<file path="src/sv/cdc_pkg.sv">
// ----------------------------------------------------------------------------
// cdc_pkg
// Shared types, constants and calendar functions for the date counter.
// ----------------------------------------------------------------------------
package cdc_pkg;

  localparam int unsigned DayW   = 5;
  localparam int unsigned MonthW = 4;
  localparam int unsigned YearW  = 14;
  localparam int unsigned WdayW  = 3;
  localparam int unsigned RemYW  = 9;
  localparam int unsigned WsumW  = 14;

  // Action codes of an input transaction.
  localparam logic ACT_ADVANCE = 1'b0;
  localparam logic ACT_LOAD    = 1'b1;

  localparam logic [YearW-1:0]  YEAR_MAX  = 14'd9999;
  localparam logic [MonthW-1:0] MONTH_JAN = 4'd1;
  localparam logic [MonthW-1:0] MONTH_FEB = 4'd2;
  localparam logic [MonthW-1:0] MONTH_DEC = 4'd12;
  localparam logic [WdayW-1:0]  WDAY_FRI  = 3'd5;
  localparam logic [WdayW-1:0]  WDAY_SAT  = 3'd6;
  localparam logic [WdayW-1:0]  WDAY_MON  = 3'd1;

  // x / 25 == (x * 5243) >> 17 for every x below 4096.
  localparam logic [12:0] DIV25_MULT  = 13'd5243;
  localparam int unsigned DIV25_SHIFT = 17;

  localparam logic [RemYW-1:0] DAYS_LEAP_REM   = 9'd365;
  localparam logic [RemYW-1:0] DAYS_COMMON_REM = 9'd364;

  // Stored date together with the counters that make leap years and
  // weekdays cheap to follow from one day to the next.
  typedef struct packed {
    logic [DayW-1:0]   day;
    logic [MonthW-1:0] month;
    logic [YearW-1:0]  year;
    logic [1:0]        y4;    // year mod 4
    logic [6:0]        y100;  // year mod 100
    logic [1:0]        c4;    // (year / 100) mod 4
    logic [WdayW-1:0]  wd;
    logic [RemYW-1:0]  rem_y;
  } date_state_t;

  localparam date_state_t DATE_RESET = '{
    day:   5'd1,
    month: 4'd1,
    year:  14'd1,
    y4:    2'd1,
    y100:  7'd1,
    c4:    2'd0,
    wd:    WDAY_MON,
    rem_y: DAYS_COMMON_REM
  };

  // Everything a load transaction needs, worked out ahead of the state update.
  typedef struct packed {
    logic              ok;
    logic [6:0]        y100;
    logic [1:0]        c4;
    logic [WsumW-1:0]  wsum;
    logic [RemYW-1:0]  rem_y;
  } load_info_t;

  function automatic logic is_leap(logic [1:0] y4, logic [6:0] y100, logic [1:0] c4);
    return (y4 == 2'd0) && ((y100 != 7'd0) || (c4 == 2'd0));
  endfunction

  function automatic logic [DayW-1:0] month_len(logic [MonthW-1:0] month, logic leap);
    logic [DayW-1:0] len;
    unique case (month)
      4'd1, 4'd3, 4'd5, 4'd7, 4'd8, 4'd10, 4'd12: len = 5'd31;
      4'd4, 4'd6, 4'd9, 4'd11:                    len = 5'd30;
      4'd2:                                       len = leap ? 5'd29 : 5'd28;
      default:                                    len = 5'd0;
    endcase
    return len;
  endfunction

  // 31 * m / 12 with March as m = 1 and January, February as 11 and 12.
  function automatic logic [4:0] month_term(logic [MonthW-1:0] month);
    logic [4:0] t;
    unique case (month)
      4'd1:    t = 5'd28;
      4'd2:    t = 5'd31;
      4'd3:    t = 5'd2;
      4'd4:    t = 5'd5;
      4'd5:    t = 5'd7;
      4'd6:    t = 5'd10;
      4'd7:    t = 5'd12;
      4'd8:    t = 5'd15;
      4'd9:    t = 5'd18;
      4'd10:   t = 5'd20;
      4'd11:   t = 5'd23;
      4'd12:   t = 5'd25;
      default: t = 5'd0;
    endcase
    return t;
  endfunction

  // Days in the months after this one, with a common February.
  function automatic logic [RemYW-1:0] days_after(logic [MonthW-1:0] month);
    logic [RemYW-1:0] d;
    unique case (month)
      4'd1:    d = 9'd334;
      4'd2:    d = 9'd306;
      4'd3:    d = 9'd275;
      4'd4:    d = 9'd245;
      4'd5:    d = 9'd214;
      4'd6:    d = 9'd184;
      4'd7:    d = 9'd153;
      4'd8:    d = 9'd122;
      4'd9:    d = 9'd92;
      4'd10:   d = 9'd61;
      4'd11:   d = 9'd31;
      default: d = 9'd0;
    endcase
    return d;
  endfunction

  // Since 8 is 1 mod 7, summing octal digits keeps the residue.
  function automatic logic [WdayW-1:0] mod7(logic [WsumW-1:0] v);
    logic [4:0] s1;
    logic [3:0] s2;
    s1 = 5'(v[2:0]) + 5'(v[5:3]) + 5'(v[8:6]) + 5'(v[11:9]) + 5'(v[13:12]);
    s2 = 4'(s1[2:0]) + 4'(s1[4:3]);
    return (s2 >= 4'd7) ? 3'(s2 - 4'd7) : s2[2:0];
  endfunction

endpackage

</file>
<file path="src/sv/cdc_load_prep.sv">
// ----------------------------------------------------------------------------
// cdc_load_prep
// Checks a date to be loaded and works out its weekday sum, leap counters and
// days left in the year.
// ----------------------------------------------------------------------------
module cdc_load_prep import cdc_pkg::*; (
  input  logic [DayW-1:0]   day_i,
  input  logic [MonthW-1:0] month_i,
  input  logic [YearW-1:0]  year_i,
  input  logic [7:0]        q100_i,   // year / 100
  output load_info_t        info_o
);

  logic [YearW-1:0] r100_full;
  logic [6:0]       r100;
  logic [1:0]       y4;
  logic             leap;
  logic [DayW-1:0]  mlen;
  logic             early;
  logic [YearW-1:0] yv;
  logic [11:0]      yq4;
  logic [7:0]       yq100;
  logic [5:0]       yq400;

  assign r100_full = year_i - 14'(14'(q100_i) * 14'd100);
  assign r100      = r100_full[6:0];
  assign y4        = year_i[1:0];
  assign leap      = is_leap(y4, r100, q100_i[1:0]);
  assign mlen      = month_len(month_i, leap);

  // January and February count as the last months of the year before.
  assign early = (month_i == MONTH_JAN) || (month_i == MONTH_FEB);
  assign yv    = year_i - 14'(early);
  assign yq4   = year_i[13:2] - 12'(early && (y4 == 2'd0));
  assign yq100 = q100_i - 8'(early && (r100 == 7'd0));
  assign yq400 = yq100[7:2];

  assign info_o.ok = (month_i != 4'd0) && (month_i <= MONTH_DEC) &&
                     (year_i != 14'd0) && (year_i <= YEAR_MAX) &&
                     (day_i != 5'd0) && (day_i <= mlen);
  assign info_o.y100 = r100;
  assign info_o.c4   = q100_i[1:0];
  assign info_o.wsum = 14'(day_i) + yv + 14'(yq4) - 14'(yq100) + 14'(yq400) +
                       14'(month_term(month_i));
  assign info_o.rem_y = days_after(month_i) + 9'(leap && (month_i == MONTH_JAN)) +
                        9'(mlen - day_i);

endmodule

</file>
<file path="src/sv/cdc_date_step.sv">
// ----------------------------------------------------------------------------
// cdc_date_step
// Advances the stored date by one day, with its leap counters, weekday and
// days left in the year.
// ----------------------------------------------------------------------------
module cdc_date_step import cdc_pkg::*; (
  input  date_state_t cur_i,
  output date_state_t nxt_o
);

  logic            leap_cur;
  logic [DayW-1:0] mlen;
  logic [WdayW-1:0] wd_inc;

  assign leap_cur = is_leap(cur_i.y4, cur_i.y100, cur_i.c4);
  assign mlen     = month_len(cur_i.month, leap_cur);
  assign wd_inc   = (cur_i.wd == WDAY_SAT) ? 3'd0 : cur_i.wd + 3'd1;

  always_comb begin
    date_state_t n;
    n       = cur_i;
    n.wd    = wd_inc;
    n.rem_y = cur_i.rem_y - 9'd1;
    priority if (cur_i.day < mlen) begin
      n.day = cur_i.day + 5'd1;
    end else if (cur_i.month < MONTH_DEC) begin
      n.day   = 5'd1;
      n.month = cur_i.month + 4'd1;
    end else begin
      n.day   = 5'd1;
      n.month = MONTH_JAN;
      if (cur_i.year >= YEAR_MAX) begin
        // The calendar wraps to year 1, whose first day is a Monday.
        n.year = DATE_RESET.year;
        n.y4   = DATE_RESET.y4;
        n.y100 = DATE_RESET.y100;
        n.c4   = DATE_RESET.c4;
        n.wd   = DATE_RESET.wd;
      end else begin
        n.year = cur_i.year + 14'd1;
        n.y4   = cur_i.y4 + 2'd1;
        if (cur_i.y100 == 7'd99) begin
          n.y100 = 7'd0;
          n.c4   = cur_i.c4 + 2'd1;
        end else begin
          n.y100 = cur_i.y100 + 7'd1;
        end
      end
      n.rem_y = is_leap(n.y4, n.y100, n.c4) ? DAYS_LEAP_REM : DAYS_COMMON_REM;
    end
    nxt_o = n;
  end

endmodule

</file>
<file path="src/sv/calendar_date_counter.sv">
// ----------------------------------------------------------------------------
// calendar_date_counter
// Gregorian date counter with weekday, weekend flag and days remaining.
//
// Each transaction either advances the date by one day or loads a new date,
// and each yields exactly one result transaction showing the date after it.
// The block accepts one transaction per clock cycle while in_stall is low and
// presents its result on the outputs once the transaction has passed the
// input register, two preparation stages and the state register. A load uses
// the preparation stages (one 12 x 13 bit multiplier for year / 100, then the
// validity check and weekday sum); the date itself is updated at the state
// register, so advances and loads may follow one another in consecutive
// cycles. A rejected load leaves the date unchanged and sets load_error.
// After reset the date is 1 January of year 1.
// ----------------------------------------------------------------------------
module calendar_date_counter import cdc_pkg::*; (
  input  logic              clk_i,
  input  logic              rst_ni,
  input  logic              in_valid_i,
  output logic              in_stall_o,
  input  logic              action_i,
  input  logic [DayW-1:0]   load_day_i,
  input  logic [MonthW-1:0] load_month_i,
  input  logic [YearW-1:0]  load_year_i,
  output logic              out_valid_o,
  input  logic              out_stall_i,
  output logic [DayW-1:0]   day_o,
  output logic [MonthW-1:0] month_o,
  output logic [YearW-1:0]  year_o,
  output logic [WdayW-1:0]  weekday_o,
  output logic              weekend_o,
  output logic [DayW-1:0]   days_to_month_end_o,
  output logic [RemYW-1:0]  days_to_year_end_o,
  output logic              load_error_o
);

  // Stage valids and enables.
  logic v1_q, v2_q, v3_q, vo_q;
  logic en1, en2, en3, eno;

  assign eno = !vo_q || !out_stall_i;
  assign en3 = !v3_q || eno;
  assign en2 = !v2_q || en3;
  assign en1 = !v1_q || en2;
  assign in_stall_o = !en1;

  always_ff @(posedge clk_i or negedge rst_ni) begin
    if (!rst_ni) begin
      v1_q <= 1'b0;
      v2_q <= 1'b0;
      v3_q <= 1'b0;
      vo_q <= 1'b0;
    end else begin
      if (en1) v1_q <= in_valid_i;
      if (en2) v2_q <= v1_q;
      if (en3) v3_q <= v2_q;
      if (eno) vo_q <= v3_q;
    end
  end

  // Stage 1: input register.
  logic              act1_q;
  logic [DayW-1:0]   day1_q;
  logic [MonthW-1:0] mon1_q;
  logic [YearW-1:0]  yr1_q;

  always_ff @(posedge clk_i) begin
    if (en1) begin
      act1_q <= action_i;
      day1_q <= load_day_i;
      mon1_q <= load_month_i;
      yr1_q  <= load_year_i;
    end
  end

  // Stage 2: year / 100 as (year / 4) / 25 by reciprocal multiplication.
  logic [24:0]       prod;
  logic              act2_q;
  logic [DayW-1:0]   day2_q;
  logic [MonthW-1:0] mon2_q;
  logic [YearW-1:0]  yr2_q;
  logic [7:0]        q100_2_q;

  assign prod = 25'(yr1_q[13:2]) * 25'(DIV25_MULT);

  always_ff @(posedge clk_i) begin
    if (en2) begin
      act2_q   <= act1_q;
      day2_q   <= day1_q;
      mon2_q   <= mon1_q;
      yr2_q    <= yr1_q;
      q100_2_q <= prod[DIV25_SHIFT +: 8];
    end
  end

  // Stage 3: checked and prepared load.
  load_info_t        info;
  load_info_t        info3_q;
  logic              act3_q;
  logic [DayW-1:0]   day3_q;
  logic [MonthW-1:0] mon3_q;
  logic [YearW-1:0]  yr3_q;

  cdc_load_prep u_load_prep (
    .day_i   (day2_q),
    .month_i (mon2_q),
    .year_i  (yr2_q),
    .q100_i  (q100_2_q),
    .info_o  (info)
  );

  always_ff @(posedge clk_i) begin
    if (en3) begin
      act3_q  <= act2_q;
      day3_q  <= day2_q;
      mon3_q  <= mon2_q;
      yr3_q   <= yr2_q;
      info3_q <= info;
    end
  end

  // Date state; it changes only as a transaction enters the output register,
  // so it doubles as the output payload.
  date_state_t state_q, state_d, adv;
  logic        err_q, err_d;
  logic [DayW-1:0] rem_m_q, rem_m_d;

  cdc_date_step u_date_step (
    .cur_i (state_q),
    .nxt_o (adv)
  );

  always_comb begin
    state_d = state_q;
    err_d   = 1'b0;
    priority if (act3_q == ACT_ADVANCE) begin
      state_d = adv;
    end else if (info3_q.ok) begin
      state_d.day   = day3_q;
      state_d.month = mon3_q;
      state_d.year  = yr3_q;
      state_d.y4    = yr3_q[1:0];
      state_d.y100  = info3_q.y100;
      state_d.c4    = info3_q.c4;
      state_d.wd    = mod7(info3_q.wsum);
      state_d.rem_y = info3_q.rem_y;
    end else begin
      err_d = 1'b1;
    end
    rem_m_d = month_len(state_d.month, is_leap(state_d.y4, state_d.y100, state_d.c4)) -
              state_d.day;
  end

  always_ff @(posedge clk_i or negedge rst_ni) begin
    if (!rst_ni) begin
      state_q <= DATE_RESET;
    end else if (eno && v3_q) begin
      state_q <= state_d;
    end
  end

  always_ff @(posedge clk_i) begin
    if (eno && v3_q) begin
      err_q   <= err_d;
      rem_m_q <= rem_m_d;
    end
  end

  assign out_valid_o         = vo_q;
  assign day_o               = state_q.day;
  assign month_o             = state_q.month;
  assign year_o              = state_q.year;
  assign weekday_o           = state_q.wd;
  assign weekend_o           = (state_q.wd == WDAY_FRI) || (state_q.wd == WDAY_SAT);
  assign days_to_month_end_o = rem_m_q;
  assign days_to_year_end_o  = state_q.rem_y;
  assign load_error_o        = err_q;

endmodule
</file>
<file path="config.mk">
export PLATFORM = sky130hd
export DESIGN_NAME = calendar_date_counter
export DESIGN_NICKNAME = d
export VERILOG_FILES = /design/src/sv/cdc_pkg.sv /design/src/sv/cdc_load_prep.sv /design/src/sv/cdc_date_step.sv /design/src/sv/calendar_date_counter.sv
export SDC_FILE = /design/constraint.sdc
export NUM_CORES = 1
export LEC_CHECK = 0
export ABC_AREA = 1
export ABC_CLOCK_PERIOD_IN_PS = 7500
export BUFFER_PORTS_ARGS = -buffer_cell sky130_fd_sc_hd__buf_2
export CAP_MARGIN = 40
export CORE_UTILIZATION = 45
export DETAILED_ROUTE_END_ITERATION = 8
export PLACE_DENSITY = 0.69
export RECOVER_POWER = 100
export SLEW_MARGIN = 30
export SYNTH_ARGS = -nofsm -noshare
export SYNTH_HDL_FRONTEND = slang
export SYNTH_SLANG_ARGS = --single-unit
</file>
<file path="constraint.sdc">
create_clock -name clk_i -period 7.5 [get_ports clk_i]
set_clock_uncertainty 0.1 [all_clocks]
set_input_delay 0.375 -clock clk_i [delete_from_list [all_inputs] [get_ports clk_i]]
set_output_delay 0.375 -clock clk_i [all_outputs]
set_load 0.05 [all_outputs]
</file>
After elaboration in Yosys (flattened, before gate mapping) --
Memories as Yosys holds them, arrays and structs flattened. A register that Yosys moved wholly into a read port is not among the register bits. Cells that the tools add are included.
Operators by class: add/subtract/negate cells 27, multiply operators 2, $lt $le $gt $ge 7, equal/unequal tests 42, mux-type cells 24, reductions and logical operators 53
Operator list (count):
- two-way mux 46 bit | 2
- two-way mux 25 bit | 3
- == test 4 bit (second input constant) | 15
- == test 4 x 3 -> 1 bit (second input constant) | 12
- case mux 5 bit (3 select lines) | 3
- two-way mux 41 bit | 1
- two-way mux 37 bit | 1
- nonzero test 7 bit | 4
- multiplier 12 x 13 -> 25 bit (second input constant) | 1
- == test 4 x 2 -> 1 bit (second input constant) | 6
- OR reduction 7 bit | 3
- logical NOT 2 bit | 8
- adder 14 x 1 -> 14 bit (second input constant) | 1
- adder 14 x 12 -> 14 bit | 1
- adder 14 x 5 -> 14 bit | 1
- adder 14 x 6 -> 14 bit | 1
- adder 5 x 14 -> 14 bit | 1
- greater-or-equal comparator 14 bit (second input constant) | 1
- less-or-equal comparator 14 bit (second input constant) | 1
- nonzero test 14 bit | 1
- subtractor 14 x 1 -> 14 bit | 1
- subtractor 14 x 8 -> 14 bit | 1
- logical AND 1 bit | 13
- == test 4 x 1 -> 1 bit (second input constant) | 3
- other kinds (42) | 70
Word-level totals: register bits after elaboration 169, bits in read-only memories 224, input port bits 28, output and inout port bits 44, word-level logic and storage cells 189, memories 2
Memory list:
- (no name shown) | words 16, width 9, rd ports 1, clocked after memory_dff 1, wr ports 0, line cdc_pkg.sv:105 | unique case (month)
- (no name shown) | words 16, width 5, rd ports 1, clocked after memory_dff 1, wr ports 0, line cdc_pkg.sv:84 | unique case (month)

Depth between registers and ports, before layout --
Gate-level depths: netlist of the first run.
depth after elaboration 20, depth in mapped cells 33, mapped depth without buffers 33

By module --
Synthesis of the first run repeated with hierarchy kept, for this count alone.
Second synthesis, totals: cells, all modules 1786, area total of the unflattened synthesis 15203.3 um^2
By module, submodules not included:
- calendar_date_counter | instances 1, cells an instance 1009, area an instance 10259.8 um^2, seq. area each 4838.4 um^2
- cdc_load_prep | instances 1, cells an instance 452, area an instance 3250.6 um^2, seq. area each 0.0 um^2
- cdc_date_step | instances 1, cells an instance 325, area an instance 1692.9 um^2, seq. area each 0.0 um^2

Worst setup path after synthesis of the first run --
No wires, ideal clock.
kind register to register, start register q100_2_q[0], end register info3_q[22] in the netlist's numbering (data pin), setup time 261 ps, arrival time 5832 ps, required time 7139 ps, path slack 1307 ps, cell stages (with the launch flop) 34, path buffers 0, period minus slack after synthesis 6193 ps, cells stage by stage edfxtp_1 -> ha_1 -> inv_1 -> ha_1 -> a21oi_1 -> o21ai_0 -> xor2_1 -> nor3_1 -> nand4_1 -> nor2_1 -> ha_1 -> ha_1 -> nand2_1 -> nor2_1 -> nand2_1 -> xor2_1 -> fa_1 -> inv_1 -> fa_1 -> fa_1 -> inv_1 -> fa_1 -> inv_1 -> ha_1 -> nand3_1 -> nand3_1 -> nand4_1 -> o211ai_1 -> nand3_1 -> nand2_1 -> a21oi_1 -> nor2_1 -> nor2_1 -> xor2_1
RTL lines:
- from (decl) | line calendar_date_counter.sv:82 | logic [7:0] q100_2_q;
- from (signal assigned) | line calendar_date_counter.sv:92 | q100_2_q <= prod[DIV25_SHIFT +: 8];
- to (signal assigned) | line calendar_date_counter.sv:118 | info3_q <= info;
- to (decl) | line calendar_date_counter.sv:98 | load_info_t info3_q;

==> impl_metrics.py, run 1 <==
metrics = {
    "route": {
        "via_per_inst": 5.16,
        "post_drt_wl_per_cell_um": 15.5,
        "firstDrtPassIters": 5,
        "vias": 10587,
        "drt-total-wl_um": 31700,
        "drt.antenna.violating_nets": 0,
        "first_iter_violations": 669,
        "drc": 0,
    },
    "synth": {
        "synth_edf_count": 117,
        "synth_compound_area_share_pct": 9.30,
        "syn-cell-area_um2": 14500,
        "synth_top_family_by_area": "adder cells",
        "ys_types": 60,
        "ys_seq_elements": 181,
        "async_reset_ff_share_pct": 27.6,
        "yosysTopAreaCellShare_pct": 24.2,
        "synth_mux_area_share_pct": 0,
        "syn-num-nets": 1863,
        "yosys_warnings": 0,
        "yosys.area_share.adder_pct": 26.7,
        "synth-simple-area-share_pct": 14.5,
        "yosys-top-cells-area": "edfxtp_1 (24%), ha_1 (15%), fa_1 (12%), inv_1 (7.2%), nand2_1 (6.8%)",
        "synth_top_area_cell": "edfxtp_1",
        "ys_dominant_reg_cell": "edfxtp_1",
        "ys_seq_area_share_pct": 34.9,
        "syn_avg_cell_area_um2": 9.21,
        "syn_inst": 1576,
        "synth_xor_xnor_area_share_pct": 4.65,
    },
    "floorplanning": {
        "io_pins": 72,
        "core_um2": 31600,
        "design.die.area_um2": 33000,
        "start_util_pct": 45.9,
        "num_rows": 65,
        "die_w_um": 182,
        "die_h_um": 182,
    },
    "status": {
        "status": "complete, but fails checks",
        "violations": "max-capacitance violations, max-slew violations",
    },
    "timing": {
        "fin_crit_ns": 6.68,
        "hold_slack_ns": 0.0262,
        "final_hold_viol_count": 0,
        "rsz0062_at_grt": "no",
        "relSlewSlack_pct": -102,
        "fin_crit_sh_pct": 89.1,
        "timing.fmax_ghz": 0.150,
        "worst_pin_slew_ns": 3.04,
        "finalSetupViolCount": 0,
        "slew_violations": 171,
        "finalSetupTns_ns": 0,
    },
    "setup_path": {
        "cp.required_ns": 7.61,
        "crit_fanout": 5,
        "cpPeakStageDelay_ns": 0.54,
        "crit_type": "flip-flop to flip-flop",
        "critPathSlowestCell": "fa_1",
        "reg2reg_to": "info3_q[22]",
        "crit-reg2reg-launch": "q100_2_q[0]",
        "crit_top_cell": "ha_1",
        "cp-startpoint": "q100_2_q[0]",
        "r2r_cells": 33,
        "cp-start-kind": "flip-flop",
        "r2r_slack_ns": 0.82,
        "crit_arrival_ns": 6.79,
        "critPathCaptureType": "flip-flop",
    },
    "clock_network": {
        "cts_max_level": 4,
        "cts_buffers": 17,
        "cts_tree": "done",
        "clk_pin_slew_ns": 0.08,
        "root_buffer": "clkbuf_16",
        "clock_sinks": 181,
        "clk_latency_ns": 0.45,
        "ctsLongestPathBuffers": 2,
    },
    "hold_path": {
        "holdPathStages": 1,
        "holdCritStartpoint": "load_month_i[0]",
        "hp-class": "input pin to flip-flop",
        "min_to": "mon1_q[0]",
    },
    "layout": {
        "postLayoutCellArea_um2": 15700,
        "instances_no_fill": 2050,
        "syn_to_final_growth_pct": 7.87,
        "mostFrequentLayoutCells": "inv_1 (279), nand2_1 (267), ha_1 (175), edfxtp_1 (117), nor2_1 (104)",
        "antenna_cells": 0,
        "fill_cells": 2937,
        "nets": 1922,
        "layout.cells.most_common": "inv_1",
        "drive_gt1_share_pct": 5.64,
    },
    "global_route": {
        "grt_pass1_wl_um": 52500,
        "grt_overflow": 0,
        "grt_pass1_vias": 10502,
        "grt_max_degree": 58,
        "gr-usage-all-layers_pct": 20.2,
        "antenna_found_initial": 0,
    },
    "placement": {
        "detailed_place.area_um2": 15000,
        "portBuffers": 71,
        "placed_cells": 1998,
        "gp_congestion": 0.927,
        "post-dp-hpwl_um": 25200,
    },
    "flow_run": {
        "max_cap_violations": 4,
    },
}
-- cells in the mapped netlist, types with 21 or more instances --
master / n
edfxtp_1: 117
buf_4: 39
xnor2_1: 21
nand3_1: 50
ha_1: 175
o21ai_0: 88
nand2_1: 263
dfrtp_1: 39
xor2_1: 56
nor2_1: 98
a21oi_1: 79
inv_1: 278
fa_1: 84
-- how the worst max path moves through the flow --
| stage | endpoint | slack [ns] |
|---|---|---|
| after floorplan | info3_q[22] | 1.31 |
| after global placement | info3_q[22] | 0.87 |
| final | info3_q[22] | 0.82 |
| after global routing | flip-flop | 0.24 |
| after CTS | info3_q[22] | 0.82 |
| after detailed placement | info3_q[22] | 0.83 |
-- through the flow --
stage	setup WS (ns)	util (%)
final	0.816	49.5
after global routing	0.243	49.5
after global placement	0.867	47.4
after CTS	0.821	49.9
after floorplan	1.31	-
after detailed placement	0.827	47.5
-- kinds of logic after synthesis --
family | after synthesis
AND/OR/NAND/NOR | 482
buffers and inverters | 341
adder cells (fa/ha/maj) | 259
AO/OA/AOI/OAI | 236
flip-flops | 181
XOR/XNOR | 77
-- final cells by class --
cell class / instances / area [µm²] / area share, %
Clock inverter: 14 / 158 / 1.01
Tap cell: 402 / 503 / 3.21
Clock buffer: 18 / 429 / 2.74
Timing Repair Buffer: 95 / 500 / 3.20
Inverter: 286 / 1070 / 6.86
Multi-Input combinational cell: 1054 / 7930 / 50.7
Sequential cell: 181 / 5060 / 32.3
-- sequential cells by signal, indices dropped and copies added (netlist names), 3 cells and up, named ones only --
signal and count:
state_q 11, year_o 14, month_o 4, mon1_q 4, weekday_o 3, days_to_year_end_o 9
day1_q 5, day3_q 5, mon2_q 4, day2_q 5, q100_2_q 8, yr2_q 14
days_to_month_end_o 5, yr1_q 14, mon3_q 4, yr3_q 12, info3_q 33, day_o 5
-- layer usage --
layer	GRT usage, %	wire length, µm
met5	0	0
met4	6.88	757
met3	2.87	1270
met2	34.5	15100
met1	26.2	14600
-- worst max-delay path, delay by kind of cell, from the launching register on --
kind,cells,cell delay [ns]
adders and majority gates,9,3.38
and+or+nand+nor,13,1.38
AOI/OAI and AO/OA,4,0.47
xor gates and xnor gates,3,0.47
DFF,1,0.45
buffers and inverters,4,0.18
-- timing repair --
item,CTS,global route
hold endpoints to repair,56,1
buffers inserted,0,0
hold buffers,18,1
resized for setup,0,0
Power of run 1 is not shown: default switching activity piles up to over one toggle a cycle in this logic, so the estimate is an artifact.
==> run 2: changes to the inputs <==
--- a/config.mk
+++ b/config.mk
@@ -11,6 +11,7 @@
 export CAP_MARGIN = 40
 export CORE_UTILIZATION = 45
 export DETAILED_ROUTE_END_ITERATION = 8
+export MAX_ROUTING_LAYER = met4
 export PLACE_DENSITY = 0.69
 export RECOVER_POWER = 100
 export SLEW_MARGIN = 30
==> run 2 against run 1 <==
Compared with the run above: the run still ends with max-capacitance violations, max-slew violations left; largest cell class unchanged; count of clock-buffer cells in the layout stayed put; final area grew 0.25%; maximum frequency up 0.56%; flip-flop and latch count stayed put; via count is 1.1% higher; global-route usage grew 0.78 points.
==> impl_metrics.py, run 2 (synthesis gave the netlist of run 1 again) <==
metrics = {
    "hold_path": {
        "holdPathStages": 1,
        "hp-class": "input pin to flip-flop",
        "holdCritStartpoint": "load_day_i[3]",
        "min_to": "day1_q[3]",
    },
    "global_route": {
        "grt.met3_usage_pct": 2.79,
        "grt_overflow": 0,
        "gr-usage-all-layers_pct": 21.0,
        "grtUsageMet1_pct": 26.1,
        "grt_use_met2_pct": 35.4,
        "grt_pass1_vias": 10687,
        "antenna_found_initial": 1,
        "grt.busiest_layer": "met2",
        "grt_max_degree": 58,
        "grt_pass1_wl_um": 53100,
    },
    "status": {
        "status": "complete, but fails checks",
        "violations": "max-capacitance violations, max-slew violations",
    },
    "layout": {
        "postLayoutCellArea_um2": 15700,
        "fill_cells": 2942,
        "layout.cells.most_common": "inv_1",
        "nets": 1921,
        "drive_gt1_share_pct": 6.01,
        "syn_to_final_growth_pct": 8.14,
        "largest_reg_flops": 33,
        "multiInputGateArea_um2": 7940,
        "mostFrequentLayoutCells": "inv_1 (279), nand2_1 (267), ha_1 (175), edfxtp_1 (117), nor2_1 (103)",
        "seqCellArea_um2": 5060,
        "regMostFlops": "info3_q",
    },
    "setup_path": {
        "crit_fanout": 5,
        "r2r_cells": 33,
        "cp-start-kind": "flip-flop",
        "crit_top_cell": "ha_1",
        "cp.required_ns": 7.61,
        "r2r_slack_ns": 0.85,
        "crit-reg2reg-launch": "q100_2_q[0]",
        "reg2reg_to": "info3_q[22]",
        "critPathSlowestCell": "fa_1",
        "critPathCaptureType": "flip-flop",
        "cpPeakStageDelay_ns": 0.54,
        "crit_arrival_ns": 6.75,
        "crit_type": "flip-flop to flip-flop",
    },
    "placement": {
        "detailed_place.area_um2": 15000,
        "portBuffers": 71,
        "gp_congestion": 0.961,
        "post-dp-hpwl_um": 25600,
    },
    "floorplanning": {
        "die_w_um": 182,
        "design.die.area_um2": 33000,
        "core_um2": 31600,
        "start_util_pct": 45.9,
        "die_h_um": 182,
        "io_pins": 72,
        "num_rows": 65,
    },
    "clock_network": {
        "ctsLongestPathBuffers": 2,
        "clk_pin_slew_ns": 0.08,
        "clock_sinks": 181,
        "cts_tree": "done",
        "cts_buffers": 17,
        "cts_max_level": 4,
        "clk_latency_ns": 0.44,
        "root_buffer": "clkbuf_16",
        "cts_resized": 0,
    },
    "route": {
        "drt.antenna.violating_nets": 0,
        "vias": 10702,
        "first_iter_violations": 864,
        "drc": 0,
        "via_per_inst": 5.22,
        "post_drt_wl_per_cell_um": 15.7,
        "drt-total-wl_um": 32100,
        "firstDrtPassIters": 5,
    },
    "timing": {
        "timing.fmax_ghz": 0.150,
        "fin_crit_sh_pct": 88.6,
        "rsz0062_at_grt": "no",
        "finalSetupTns_ns": 0,
        "slew_violations": 171,
        "worst_pin_slew_ns": 2.93,
        "relSlewSlack_pct": -95.2,
        "fin_crit_ns": 6.65,
        "final_hold_viol_count": 0,
        "finalSetupViolCount": 0,
    },
    "flow_run": {
        "max_cap_violations": 5,
    },
}
## run 2: cell count changes in the layout (fill, tap and decap cells not counted), moves of 2 or more
| cell | delta |
|---|---|
| dlygate4sd3_1 | -2 |
| clkbuf_1 | -2 |
| inv_8 | -2 |
| clkinv_8 | +4 |
## run 2: worst max path at each step
stage | startpoint | endpoint | slack, ns | depth (start not counted)
after global placement | q100_2_q[0] | info3_q[22] | 0.88 | 33
after CTS | q100_2_q[0] | info3_q[22] | 0.79 | 33
after global routing | q100_2_q[0] | info3_q[22] | 0.28 | 33
final | q100_2_q[0] | info3_q[22] | 0.85 | 33
after floorplan | q100_2_q[0] | info3_q[22] | 1.31 | 33
after detailed placement | q100_2_q[0] | info3_q[22] | 0.82 | 33
## run 2: cell type report
type	instances	area share (%)
Clock inverter	14	1.24
Tap cell	402	3.20
Timing Repair Buffer	94	3.10
Multi-Input combinational cell	1054	50.6
Inverter	286	6.85
Clock buffer	18	2.80
Antenna cell	1	0.0159
Sequential cell	181	32.2
## run 2: repair_timing
action	in CTS	in global routing
endpoints found under the hold margin	54	1
buffers inserted	0	0
hold buffers	16	1
## run 2: metrics by stage
stage	worst slack (ns)	hold slack (ns)	std cells	utilization, %
floorplan	1.31	-0.0206	1576	-
global placement	0.878	0.303	1997	47.4
detailed placement	0.816	0.305	1998	47.5
CTS	0.794	0.000938	2046	50.0
global route	0.277	0.00360	2050	49.6
finish	0.853	0.0248	2050	49.6
## run 2: critical path, delay by kind of cell, from the launching register on
family / cells / cell delay, ns
XOR/XNOR: 3 / 0.52
flip-flops: 1 / 0.45
buffers and inverters: 4 / 0.21
AND/OR/NAND/NOR: 13 / 1.34
adder cells (fa/ha/maj): 9 / 3.35
AO/OA/AOI/OAI: 4 / 0.47
## run 2: routing by layer
metal,vias up,share of wire [%]
met5,-,0
met4,0,2.2
met3,49,4.0
met2,313,49
met1,5086,45
li1,5254,-
Power of run 2 is left out for the same reason.
==> run 3: changes to the inputs <==
--- a/config.mk
+++ b/config.mk
@@ -12,7 +12,7 @@
 export CORE_UTILIZATION = 45
 export DETAILED_ROUTE_END_ITERATION = 8
 export MAX_ROUTING_LAYER = met4
-export PLACE_DENSITY = 0.69
+export PLACE_DENSITY = 0.6
 export RECOVER_POWER = 100
 export SLEW_MARGIN = 30
 export SYNTH_ARGS = -nofsm -noshare
==> run 3 against run 2 <==
Compared with the run above: the flow still finishes with violations (max-capacitance violations, max-slew violations); count of clock-buffer cells in the layout fell by 1; sequential share of layout area is essentially flat; cell count rose by 0.34%; global-route usage rose by 0.24 points; final area increased by 0.15%; flip-flop and latch count is the same; register-to-register slack worse by 0.04 ns; die area unchanged.
==> impl_metrics.py, run 3 (synthesis gave the netlist of run 1 again) <==
metrics = {
    "setup_path": {
        "cp-endpoint": "info3_q[22]",
        "crit_fanout": 5,
        "reg2reg_to": "info3_q[22]",
        "critPathSlowestCell": "fa_1",
        "cp-start-kind": "flip-flop",
        "crit_arrival_ns": 6.78,
        "crit_type": "flip-flop to flip-flop",
        "cpPeakStageDelay_ns": 0.54,
        "r2r_cells": 33,
        "cp-startpoint": "q100_2_q[0]",
        "crit-reg2reg-launch": "q100_2_q[0]",
        "crit_top_cell": "ha_1",
        "critPathCaptureType": "flip-flop",
        "cp.required_ns": 7.59,
        "r2r_slack_ns": 0.81,
    },
    "layout": {
        "regMostFlops": "info3_q",
        "nets": 1929,
        "layout.cells.most_common": "inv_1",
        "syn_to_final_growth_pct": 8.30,
        "largest_reg_flops": 33,
        "instances_no_fill": 2057,
        "mostFrequentLayoutCells": "inv_1 (279), nand2_1 (267), ha_1 (175), edfxtp_1 (117), nor2_1 (103)",
        "fill_cells": 2959,
        "drive_gt1_share_pct": 6.22,
        "antenna_cells": 0,
        "post-route-util_pct": 49.7,
    },
    "route": {
        "via_per_inst": 5.09,
        "drt.antenna.violating_nets": 0,
        "drc": 0,
        "drt-total-wl_um": 32300,
        "vias": 10475,
        "post_drt_wl_per_cell_um": 15.7,
        "first_iter_violations": 731,
        "firstDrtPassIters": 5,
    },
    "timing": {
        "slew_violations": 138,
        "rsz0062_at_grt": "no",
        "timing.fmax_ghz": 0.150,
        "worst_pin_slew_ns": 3.02,
        "final_hold_viol_count": 0,
        "finalSetupViolCount": 0,
        "relSlewSlack_pct": -101,
        "fin_crit_ns": 6.69,
        "finalSetupTns_ns": 0,
        "fin_crit_sh_pct": 89.1,
    },
    "status": {
        "status": "complete, but fails checks",
        "violations": "max-capacitance violations, max-slew violations",
    },
    "global_route": {
        "grt_overflow": 0,
        "grt_pass1_wl_um": 52900,
        "gr-usage-all-layers_pct": 21.2,
        "antenna_found_initial": 0,
        "grt_max_degree": 58,
        "grt_pass1_vias": 10516,
    },
    "clock_network": {
        "hold_buffers": 25,
        "cts_buffers": 17,
        "cts_tree": "done",
        "cts_max_level": 4,
        "clock_sinks": 181,
        "cts_resized": 0,
        "clk_pin_slew_ns": 0.07,
        "clk_latency_ns": 0.45,
        "root_buffer": "clkbuf_16",
        "post-cts-setup-buffer-count": 0,
        "ctsLongestPathBuffers": 2,
    },
    "floorplanning": {
        "die_w_um": 182,
        "core_um2": 31600,
        "num_rows": 65,
        "start_util_pct": 45.9,
        "io_pins": 72,
        "die_h_um": 182,
        "design.die.area_um2": 33000,
    },
    "placement": {
        "gp_congestion": 0.929,
        "post-dp-hpwl_um": 25700,
        "placed_cells": 1998,
        "portBuffers": 71,
    },
    "flow_run": {
        "max_cap_violations": 3,
    },
    "hold_path": {
        "hp-class": "input pin to flip-flop",
    },
}
[run 3: worst min path at each step]
stage	slack (ns)	end	cells after the start	from
final	0.1	out_valid_o	3	out_stall_i
after global routing	0.11	out_valid_o	3	out_stall_i
after CTS	0.002	v1_q	2	in_valid_i
after detailed placement	0.31	yr2_q[1]	0	yr1_q[1]
after global placement	0.30	yr2_q[0]	0	yr1_q[0]
after floorplan	-0.02	day_o[1]	0	rst_ni
[run 3: layout make-up]
type,count,area (µm²),share of cell area (%)
multi-input combinational,1054,7930,50.5
clock inverter,15,141,0.899
timing repair buffer,102,587,3.73
sequential,181,5060,32.2
inverter,286,1070,6.83
tap,402,503,3.20
clock buffer,17,425,2.71
[run 3: layer usage]
layer,global-route usage (%),vias to the layer above,wire length (µm)
met3,3.09,37,1250
met2,34.8,239,15400
met5,-,-,0
met4,6.37,0,622
met1,27.2,4931,15000
li1,-,5268,-
[run 3: critical path, delay by kind of cell, from the launching register on]
family	cells	cell delay (ns)
AOI/OAI and AO/OA	4	0.46
DFF	1	0.45
buffers and inverters	4	0.21
adders and majority gates	9	3.32
and+or+nand+nor	13	1.31
xor gates and xnor gates	3	0.52
[run 3: metrics by stage]
stage	setup WS [ns]	hold slack, ns	cell area (µm²)
2_1_floorplan	1.31	-0.0206	14500
3_3_place_gp	0.844	0.301	15000
3_5_place_dp	0.787	0.306	15000
4_1_cts	0.761	0.00206	15800
5_1_grt	0.357	0.110	15700
6_report	0.814	0.0980	15700
Power of run 3 is left out for the same reason.
